File: config.mk
export PLATFORM = sky130hd
export DESIGN_NAME = url_percent_codec_unit
export DESIGN_NICKNAME = d
export VERILOG_FILES = /design/src/rtl/upc_pkg.sv /design/src/rtl/upc_front.sv /design/src/rtl/upc_queue.sv /design/src/rtl/upc_back.sv /design/src/rtl/url_percent_codec_unit.sv
export SDC_FILE = /design/constraint.sdc
export NUM_CORES = 1
export LEC_CHECK = 0
export BUFFER_PORTS_ARGS = -buffer_cell sky130_fd_sc_hd__buf_2
export CAP_MARGIN = 10
export CORE_MARGIN = 5
export CORE_UTILIZATION = 55
export CTS_CLUSTER_DIAMETER = 60
export DETAILED_ROUTE_END_ITERATION = 16
export PLACE_DENSITY = 0.82
export SYNTH_ARGS = -nofsm -noshare
export SYNTH_HDL_FRONTEND = slang
export SYNTH_HIERARCHICAL = 1
export SYNTH_SLANG_ARGS = --single-unit
File: constraint.sdc
create_clock -name clk -period 3.8 [get_ports clk]
set_input_delay 1.14 -clock clk [delete_from_list [all_inputs] [get_ports clk]]
set_output_delay 1.14 -clock clk [all_outputs]
set_load 0.005 [all_outputs]
File: src/rtl/upc_pkg.sv
// Shared types, character constants and byte classification functions for the codec.
`default_nettype none

package upc_pkg;

    localparam int MAX_RESULTS = 3;

    localparam logic [7:0] CH_SPACE  = 8'h20;
    localparam logic [7:0] CH_PLUS   = 8'h2B;
    localparam logic [7:0] CH_PCT    = 8'h25;
    localparam logic [7:0] CH_ZERO   = 8'h30;
    localparam logic [7:0] CH_UPPER_A = 8'h41;
    localparam logic [7:0] HEX_ALPHA_OFS = 8'h37;  // 'A' - 10
    localparam logic [7:0] CASE_FOLD = 8'hDF;
    localparam logic [7:0] MASK_LO   = 8'h0F;

    // One queue entry: all result bytes of one input beat.
    typedef struct packed {
        logic [MAX_RESULTS-1:0][7:0] bytes;
        logic [1:0]                  count;
        logic                        last;
    } upc_entry_t;

    typedef struct packed {
        logic full;
        logic empty;
    } upc_qstat_t;

    function automatic logic [7:0] hex_upper(input logic [3:0] nib);
        logic [7:0] wide;
        wide = {4'b0000, nib};
        return (nib > 4'd9) ? wide + HEX_ALPHA_OFS : wide + CH_ZERO;
    endfunction

    function automatic logic is_hex(input logic [7:0] b);
        logic hit;
        case (b) inside
            [8'h30:8'h39], [8'h41:8'h46], [8'h61:8'h66]: hit = 1'b1;
            default: hit = 1'b0;
        endcase
        return hit;
    endfunction

    function automatic logic [3:0] hex_value(input logic [7:0] b);
        logic [7:0] v;
        if (b >= CH_UPPER_A)
            v = ((b & CASE_FOLD) - HEX_ALPHA_OFS) & MASK_LO;
        else
            v = (b - CH_ZERO) & MASK_LO;
        return v[3:0];
    endfunction

    // Unreserved set: letters, digits and - _ . ! ~ * ' ( )
    function automatic logic passes_plain(input logic [7:0] b);
        logic hit;
        case (b) inside
            [8'h41:8'h5A], [8'h61:8'h7A], [8'h30:8'h39],
            8'h2D, 8'h5F, 8'h2E, 8'h21, 8'h7E, 8'h2A, 8'h27, 8'h28, 8'h29: hit = 1'b1;
            default: hit = 1'b0;
        endcase
        return hit;
    endfunction

endpackage

`default_nettype wire

File: src/rtl/upc_front.sv
// Front end: accepts input beats, holds the mode and decode state, builds result entries.
`default_nettype none

module upc_front (
    input  wire logic                  clk,
    input  wire logic                  rst_n,
    input  wire logic                  cfg_wr_en,
    input  wire logic                  cfg_wr_data,
    input  wire logic                  in_valid,
    output logic                       in_stall,
    input  wire logic [7:0]            in_byte,
    input  wire logic                  in_last,
    input  wire upc_pkg::upc_qstat_t   qstat,
    output logic                       push,
    output upc_pkg::upc_entry_t        push_entry
);

    typedef enum logic [2:0] {
        PH_IDLE = 3'b001,
        PH_PCT  = 3'b010,
        PH_DIG  = 3'b100
    } upc_phase_t;

    logic       mode_reg;
    upc_phase_t phase_reg, phase_next;
    logic [7:0] held_reg, held_next;

    upc_pkg::upc_entry_t ent;
    logic [1:0]          n;
    logic                idle_path;
    logic                accept;

    assign in_stall = qstat.full;
    assign accept   = in_valid && !qstat.full;

    always_comb
    begin
        ent        = '0;
        n          = 2'd0;
        idle_path  = 1'b0;
        phase_next = phase_reg;
        held_next  = held_reg;
        if (!mode_reg)
        begin
            if (in_byte == upc_pkg::CH_SPACE)
            begin
                ent.bytes[n] = upc_pkg::CH_PLUS; n = n + 2'd1;
            end
            else if (upc_pkg::passes_plain(in_byte))
            begin
                ent.bytes[n] = in_byte; n = n + 2'd1;
            end
            else
            begin
                ent.bytes[n] = upc_pkg::CH_PCT; n = n + 2'd1;
                ent.bytes[n] = upc_pkg::hex_upper(in_byte[7:4]); n = n + 2'd1;
                ent.bytes[n] = upc_pkg::hex_upper(in_byte[3:0]); n = n + 2'd1;
            end
        end
        else
        begin
            case (phase_reg)
                PH_PCT:
                begin
                    if (upc_pkg::is_hex(in_byte))
                    begin
                        held_next  = in_byte;
                        phase_next = PH_DIG;
                    end
                    else
                    begin
                        ent.bytes[n] = upc_pkg::CH_PCT; n = n + 2'd1;
                        idle_path = 1'b1;
                    end
                end
                PH_DIG:
                begin
                    if (upc_pkg::is_hex(in_byte))
                    begin
                        ent.bytes[n] = {upc_pkg::hex_value(held_reg),
                                        upc_pkg::hex_value(in_byte)};
                        n = n + 2'd1;
                        phase_next = PH_IDLE;
                        held_next  = '0;
                    end
                    else
                    begin
                        ent.bytes[n] = upc_pkg::CH_PCT; n = n + 2'd1;
                        ent.bytes[n] = held_reg; n = n + 2'd1;
                        held_next = '0;
                        idle_path = 1'b1;
                    end
                end
                default: idle_path = 1'b1;
            endcase
            // malformed escape falls back to plain handling of the current byte
            if (idle_path)
            begin
                phase_next = PH_IDLE;
                if (in_byte == upc_pkg::CH_PLUS)
                begin
                    ent.bytes[n] = upc_pkg::CH_SPACE; n = n + 2'd1;
                end
                else if (in_byte == upc_pkg::CH_PCT)
                    phase_next = PH_PCT;
                else
                begin
                    ent.bytes[n] = in_byte; n = n + 2'd1;
                end
            end
            // end of string flushes anything held
            if (in_last && phase_next != PH_IDLE)
            begin
                ent.bytes[n] = upc_pkg::CH_PCT; n = n + 2'd1;
                if (phase_next == PH_DIG)
                begin
                    ent.bytes[n] = held_next; n = n + 2'd1;
                end
                phase_next = PH_IDLE;
                held_next  = '0;
            end
        end
        ent.count = n;
        ent.last  = in_last;
    end

    assign push       = accept && (n != 2'd0);
    assign push_entry = ent;

    always_ff @(posedge clk or negedge rst_n)
    begin
        if (!rst_n)
        begin
            mode_reg  <= 1'b0;
            phase_reg <= PH_IDLE;
            held_reg  <= '0;
        end
        else if (cfg_wr_en)
        begin
            mode_reg  <= cfg_wr_data;
            phase_reg <= PH_IDLE;
            held_reg  <= '0;
        end
        else if (accept)
        begin
            phase_reg <= phase_next;
            held_reg  <= held_next;
        end
    end

endmodule

`default_nettype wire

File: src/rtl/upc_queue.sv
// Small entry queue between the front end and the output serializer.
`default_nettype none

module upc_queue #(
    parameter int DEPTH = 2
) (
    input  wire logic                 clk,
    input  wire logic                 rst_n,
    input  wire logic                 push,
    input  wire upc_pkg::upc_entry_t  push_entry,
    input  wire logic                 pop,
    output upc_pkg::upc_entry_t       head,
    output upc_pkg::upc_qstat_t       qstat
);

    localparam int PTR_W = (DEPTH > 1) ? $clog2(DEPTH) : 1;
    localparam int CNT_W = $clog2(DEPTH + 1);

    upc_pkg::upc_entry_t slot_reg [DEPTH];
    logic [PTR_W-1:0] wr_ptr_reg, wr_ptr_next;
    logic [PTR_W-1:0] rd_ptr_reg, rd_ptr_next;
    logic [CNT_W-1:0] cnt_reg, cnt_next;

    function automatic logic [PTR_W-1:0] bump(input logic [PTR_W-1:0] p);
        return (p == PTR_W'(DEPTH - 1)) ? '0 : p + PTR_W'(1);
    endfunction

    assign qstat.full  = (cnt_reg == CNT_W'(DEPTH));
    assign qstat.empty = (cnt_reg == '0);
    assign head        = slot_reg[rd_ptr_reg];

    always_comb
    begin
        wr_ptr_next = push ? bump(wr_ptr_reg) : wr_ptr_reg;
        rd_ptr_next = pop  ? bump(rd_ptr_reg) : rd_ptr_reg;
        cnt_next    = cnt_reg + CNT_W'(push) - CNT_W'(pop);
    end

    always_ff @(posedge clk or negedge rst_n)
    begin
        if (!rst_n)
        begin
            wr_ptr_reg <= '0;
            rd_ptr_reg <= '0;
            cnt_reg    <= '0;
        end
        else
        begin
            wr_ptr_reg <= wr_ptr_next;
            rd_ptr_reg <= rd_ptr_next;
            cnt_reg    <= cnt_next;
        end
    end

    always_ff @(posedge clk)
    begin
        if (push)
            slot_reg[wr_ptr_reg] <= push_entry;
    end

endmodule

`default_nettype wire

File: src/rtl/upc_back.sv
// Back end: walks the head entry into the output register, one byte per cycle when not stalled.
`default_nettype none

module upc_back (
    input  wire logic                 clk,
    input  wire logic                 rst_n,
    input  wire upc_pkg::upc_entry_t  head,
    input  wire upc_pkg::upc_qstat_t  qstat,
    output logic                      pop,
    output logic                      out_valid,
    input  wire logic                 out_stall,
    output logic [7:0]                out_byte,
    output logic                      run_last,
    output logic                      stream_end
);

    logic       valid_reg, valid_next;
    logic [7:0] byte_reg, byte_next;
    logic       run_last_reg, run_last_next;
    logic       end_reg, end_next;
    logic [1:0] idx_reg, idx_next;
    logic       load;
    logic       at_end;

    assign load   = !valid_reg || !out_stall;
    assign at_end = (idx_reg == head.count - 2'd1);
    assign pop    = load && !qstat.empty && at_end;

    always_comb
    begin
        valid_next    = valid_reg;
        byte_next     = byte_reg;
        run_last_next = run_last_reg;
        end_next      = end_reg;
        idx_next      = idx_reg;
        if (load)
        begin
            valid_next = !qstat.empty;
            if (!qstat.empty)
            begin
                byte_next     = head.bytes[idx_reg];
                run_last_next = at_end;
                end_next      = at_end && head.last;
                idx_next      = at_end ? 2'd0 : idx_reg + 2'd1;
            end
        end
    end

    always_ff @(posedge clk or negedge rst_n)
    begin
        if (!rst_n)
        begin
            valid_reg <= 1'b0;
            idx_reg   <= 2'd0;
        end
        else
        begin
            valid_reg <= valid_next;
            idx_reg   <= idx_next;
        end
    end

    always_ff @(posedge clk)
    begin
        byte_reg     <= byte_next;
        run_last_reg <= run_last_next;
        end_reg      <= end_next;
    end

    assign out_valid  = valid_reg;
    assign out_byte   = byte_reg;
    assign run_last   = run_last_reg;
    assign stream_end = end_reg;

endmodule

`default_nettype wire

File: src/rtl/url_percent_codec_unit.sv
// Top level of the form-style percent encoder/decoder.
// Byte-stream codec for form-style percent encoding. cfg_wr_data written with cfg_wr_en picks
// encode (0) or decode (1) and clears any half-received escape. The output port delivers one
// byte per cycle while out_stall is low. An input beat makes one to three bytes when encoding
// and zero to three when decoding; a string of plain bytes streams at one beat per cycle while
// the output is not stalled. The front end classifies a beat in the cycle it is accepted and
// parks its result bytes in a QUEUE_DEPTH-entry queue, which is what lets input keep flowing
// while the output is stalled; a first byte goes via a queue slot to the output register.
// Beats that make no byte (the start of an escape) are absorbed without reaching the queue.
`default_nettype none

module url_percent_codec_unit #(
    parameter int QUEUE_DEPTH = 2
) (
    input  wire logic       clk,
    input  wire logic       rst_n,
    input  wire logic       cfg_wr_en,
    input  wire logic       cfg_wr_data,
    input  wire logic       in_valid,
    output logic            in_stall,
    input  wire logic [7:0] in_byte,
    input  wire logic       in_last,
    output logic            out_valid,
    input  wire logic       out_stall,
    output logic [7:0]      out_byte,
    output logic            run_last,
    output logic            stream_end
);

    upc_pkg::upc_entry_t push_entry;
    upc_pkg::upc_entry_t head;
    upc_pkg::upc_qstat_t qstat;
    logic                push;
    logic                pop;

    upc_front u_front (
        .clk         (clk),
        .rst_n       (rst_n),
        .cfg_wr_en   (cfg_wr_en),
        .cfg_wr_data (cfg_wr_data),
        .in_valid    (in_valid),
        .in_stall    (in_stall),
        .in_byte     (in_byte),
        .in_last     (in_last),
        .qstat       (qstat),
        .push        (push),
        .push_entry  (push_entry)
    );

    upc_queue #(
        .DEPTH (QUEUE_DEPTH)
    ) u_queue (
        .clk        (clk),
        .rst_n      (rst_n),
        .push       (push),
        .push_entry (push_entry),
        .pop        (pop),
        .head       (head),
        .qstat      (qstat)
    );

    upc_back u_back (
        .clk        (clk),
        .rst_n      (rst_n),
        .head       (head),
        .qstat      (qstat),
        .pop        (pop),
        .out_valid  (out_valid),
        .out_stall  (out_stall),
        .out_byte   (out_byte),
        .run_last   (run_last),
        .stream_end (stream_end)
    );

endmodule

`default_nettype wire

==> Flow_metrics.wiki <==
{| class="wikitable"
! Metric !! Value
|-
| Result of the run || finished, violations left
|-
| Failing checks || negative setup slack
|-
| Number of enable flip-flop cells after synthesis || 64
|-
| Proportion of netlist area held by the largest area contributor || 37.4%
|-
| Count of clock tree sinks || 83
|-
| Worst Hold Class || reg2reg
|-
| Io pins || 27
|-
| Leak || 0.00281 µW
|-
| Clock buffer count from CTS || 9
|-
| Reg2Reg Setup Slack || 600 ps
|-
| Remaining global-route overflow || 0
|-
| Time the worst path needs with I/O delays and setup || 4750 ps
|-
| Share of layout cells above drive strength 1 || 44.4%
|-
| Crit path launch type || input port
|-
| Later-pin clock latency in the skew report || 350 ps
|-
| Via/cell ratio || 6.21
|-
| Avg Cell Area, Syn || 11.3 µm²
|-
| Area grow syn2layout || 35.5%
|-
| Total power draw || 3230 µW
|-
| Core Region || 0.00920 mm²
|-
| Post-DP HPWL || 10000 µm
|-
| Starting density of the core || 55.9%
|-
| Tcrit/Tclk final || 125%
|-
| Largest register FFs || 54
|-
| Post-Place Cell Area || 0.00594 mm²
|-
| Worst supply voltage drop on vdd || 262 µV
|-
| Cells after Synth || 455
|-
| Initial antenna violation count || 0
|-
| Fill count || 581
|-
| Worst path required time || 3870 ps
|-
| Fmax || 211 MHz
|-
| Deepest clock path buffer count || 2
|-
| Share of synthesized area occupied by flip-flops and latches || 46.6%
|-
| Worst setup timing slack at the placement stage || -1290 ps
|-
| Clock root cell || sky130_fd_sc_hd__clkbuf_8
|-
| PD cells || 463 mW/mm²
|-
| Die ar. || 0.0114 mm²
|-
| Worst Hold Slack || 514 ps
|-
| WS Path Type || in2reg
|-
| Die extent in x || 107 µm
|-
| Vertical extent of the die || 107 µm
|-
| Max_slew headroom || 39.4%
|-
| GRT Total Usage || 24.9%
|-
| Pin count of the biggest net entering global routing || 28
|-
| Hold Fails Final Rpt || 0
|-
| Register clock-pin slew on the reported worst setup and hold paths || 90 ps
|-
| Flop and latch count out of synthesis || 83
|-
| Initial DRC count || 455
|-
| Row Count || 35
|-
| Count of H-tree levels built during CTS || 3
|-
| Number of buffers added on ports || 26
|-
| ANT nets after route || 0
|-
| Internal power summed over all cells || 2190 µW
|-
| Net switching power || 1040 µW
|-
| Via count || 4226
|-
| Fraction of power consumed by sequential logic || 43.6%
|-
| TritonCTS clock tree || yes
|-
| Worst-Margin Slew || 909 ps
|-
| Kind of capture point of the worst setup path || flip-flop
|-
| Cell area after layout || 0.00697 mm²
|-
| Count of unresolved DRC violations after routing || 0
|-
| Post-synthesis cell type count || 77
|-
| Final number of setup-violating endpoints || 91
|-
| Most area-hungry cell type in the Yosys netlist || sky130_fd_sc_hd__edfxtp_1
|-
| Routed wirelength normalized by instance count || 21.5 µm
|-
| Count of inserted antenna diode cells || 0
|-
| Data arrival, critical path || 4810 ps
|-
| Final cell utilization of the core || 75.8%
|-
| Hold-fix buffers at CTS || 0
|-
| Count of TritonRoute iterations in the first routing pass || 5
|-
| Post-synth ARST share || 22.9%
|-
| Number of pins exceeding their max-slew limit in the final report || 0
|-
| Worst setup skew after layout || 15.3 ps
|-
| Wire length after detailed routing || 14600 µm
|-
| Maximum fanout along the worst path || 7
|-
| Net count after synthesis || 491
|-
| Proportion of power drawn by combinational gates || 38.0%
|-
| Setup repair after global routing missed its margin || true
|-
| Vias in the first global route || 4142
|-
| Switching portion of total power || 32.2%
|-
| Weighted congestion reported at the end of routability-driven placement || 0.937
|-
| Number of nets in the layout || 601
|-
| Area of the mapped netlist || 0.00514 mm²
|-
| Wire length of the first global-routing pass || 22000 µm
|-
| Top area cells in the synthesized netlist || sky130_fd_sc_hd__edfxtp_1 37%, sky130_fd_sc_hd__dfrtp_1 8.8%, sky130_fd_sc_hd__mux2_4 5.5%
|-
| Worst path setup slack after routing || -945 ps
|-
| Maximum Capacitance Violations || 0
|-
| Synthesis warning total || 6
|-
| Proportion of power drawn by the clock network || 18.4%
|-
| Most used flip-flop cell after synthesis || sky130_fd_sc_hd__edfxtp_1
|}
power by group through the flow:
stage          clock network (µW)  registers, µW  logic [µW]
2_1_floorplan                   0           1360         808
3_3_place_gp                    0           1410         970
3_5_place_dp                    0           1420        1010
4_1_cts                       597           1400        1140
5_1_grt                       643           1430        1320
6_report                      594           1410        1230
layout make-up:
class | count | area (µm²) | share of cell area, %
Clock inverter | 6 | 45.0 | 0.646
Clock buffer | 10 | 138 | 1.97
Inverter | 22 | 98.8 | 1.42
Sequential cell | 83 | 2400 | 34.4
Tap cell | 111 | 139 | 1.99
Multi-Input combinational cell | 326 | 3090 | 44.3
Timing Repair Buffer | 123 | 1060 | 15.3
cells in the final DEF, fill, tap and decap left out, types with 11 or more instances in the layout:
| cell type | n |
|---|---|
| sky130_fd_sc_hd__dfrtp_1 | 18 |
| sky130_fd_sc_hd__a21oi_1 | 12 |
| sky130_fd_sc_hd__buf_2 | 24 |
| sky130_fd_sc_hd__inv_1 | 17 |
| sky130_fd_sc_hd__nor2_1 | 17 |
| sky130_fd_sc_hd__ha_1 | 12 |
| sky130_fd_sc_hd__o21ai_0 | 22 |
| sky130_fd_sc_hd__buf_4 | 75 |
| sky130_fd_sc_hd__nand2_1 | 34 |
| sky130_fd_sc_hd__a22o_1 | 11 |
| sky130_fd_sc_hd__edfxtp_1 | 64 |
| sky130_fd_sc_hd__mux2i_1 | 12 |
| sky130_fd_sc_hd__mux2_4 | 20 |
| sky130_fd_sc_hd__buf_6 | 14 |
layer usage:
layer / global-route usage, % / wire [µm] / share of wire (%)
met1: 32.2 / 6050 / 41
met2: 43.2 / 7470 / 51
met3: 3.49 / 754 / 5.2
met4: 7.76 / 336 / 2.3
met5: 0 / 0 / 0
through the flow:
step	setup TNS [ps]	cells
final	-62040	681
after global routing	-71400	681
after CTS	-65150	673
after detailed placement	-109580	642
after global placement	-101170	642
after floorplan	-102490	455
synthesized netlist by cell type, types with 4 or more instances:
cell                       number
sky130_fd_sc_hd__o21a_1         4
sky130_fd_sc_hd__o211ai_1       7
sky130_fd_sc_hd__a22o_1        11
sky130_fd_sc_hd__nand2_1       37
sky130_fd_sc_hd__o21ai_0       26
sky130_fd_sc_hd__inv_1         21
sky130_fd_sc_hd__a22oi_1        6
sky130_fd_sc_hd__nor4_1         4
sky130_fd_sc_hd__mux2_4        19
sky130_fd_sc_hd__nand3_1       12
sky130_fd_sc_hd__xnor2_1        7
sky130_fd_sc_hd__and3_1         6
sky130_fd_sc_hd__nand2b_1       8
sky130_fd_sc_hd__a21o_1         6
sky130_fd_sc_hd__ha_1          21
sky130_fd_sc_hd__a31oi_1        6
sky130_fd_sc_hd__o22ai_1        4
sky130_fd_sc_hd__a21oi_1       15
sky130_fd_sc_hd__and2_1         7
sky130_fd_sc_hd__mux2i_1       12
sky130_fd_sc_hd__clkbuf_1      14
sky130_fd_sc_hd__edfxtp_1      64
sky130_fd_sc_hd__o221ai_1       4
sky130_fd_sc_hd__nor2_1        21
sky130_fd_sc_hd__nor2b_1        6
sky130_fd_sc_hd__dfrtp_1       18
sky130_fd_sc_hd__mux2_2        10
sky130_fd_sc_hd__or3_1          4
sky130_fd_sc_hd__o31ai_1        4
critical path, cell delays in order:
cell and delay (ps):
sky130_fd_sc_hd__buf_8 90, sky130_fd_sc_hd__inv_8 40, sky130_fd_sc_hd__ha_4 150, sky130_fd_sc_hd__or4b_4 480, sky130_fd_sc_hd__a311o_1 360, sky130_fd_sc_hd__o21a_4 140, sky130_fd_sc_hd__nor3_4 200, sky130_fd_sc_hd__mux2i_1 210
sky130_fd_sc_hd__nand2b_1 90, sky130_fd_sc_hd__ha_1 290, sky130_fd_sc_hd__nand2_2 60, sky130_fd_sc_hd__a2bb2oi_4 160, sky130_fd_sc_hd__ha_4 260, sky130_fd_sc_hd__mux2i_1 60, sky130_fd_sc_hd__mux2_4 300, sky130_fd_sc_hd__a31oi_4 180
sky130_fd_sc_hd__buf_6 120, sky130_fd_sc_hd__nor2b_4 270, sky130_fd_sc_hd__clkbuf_16 210
repair_timing:
| item | 4_1_cts | 5_1_grt |
|---|---|---|
| resized for setup | 68 | 54 |
| buffers inserted | 14 | 13 |
| pin swaps | 28 | 15 |
| endpoints found under the hold margin | 0 | 0 |
| setup endpoints to repair | 101 | 109 |
| gates cloned | 3 | 3 |
kinds of logic (layout without fill, tap and decap cells):
family	Yosys count	after routing	synth area share, %
AOI/OAI and AO/OA	129	129	18.8
and+or+nand+nor	125	125	12.8
DFF	83	83	46.6
buffers and inverters	46	161	4.57
muxes	41	41	10.1
adders and majority gates	21	21	5.11
xor gates and xnor gates	10	10	1.99
worst paths after layout:
kind / end / from / depth (start not counted)
worst max-delay path: u_queue/slot_reg[0][5] / in_byte[1] / 19
worst min-delay path: u_back/out_valid / u_back/out_valid / 2
worst max register to register: u_queue/slot_reg[0][5] / u_front/phase_reg[0] / 13
worst min register to register: u_back/out_valid / u_back/out_valid / 2
max in group asynchronous: u_front/phase_reg[0] / rst_n / 1
min in group asynchronous: u_front/phase_reg[2] / rst_n / 1
Power figures use the tool's default switching activity.
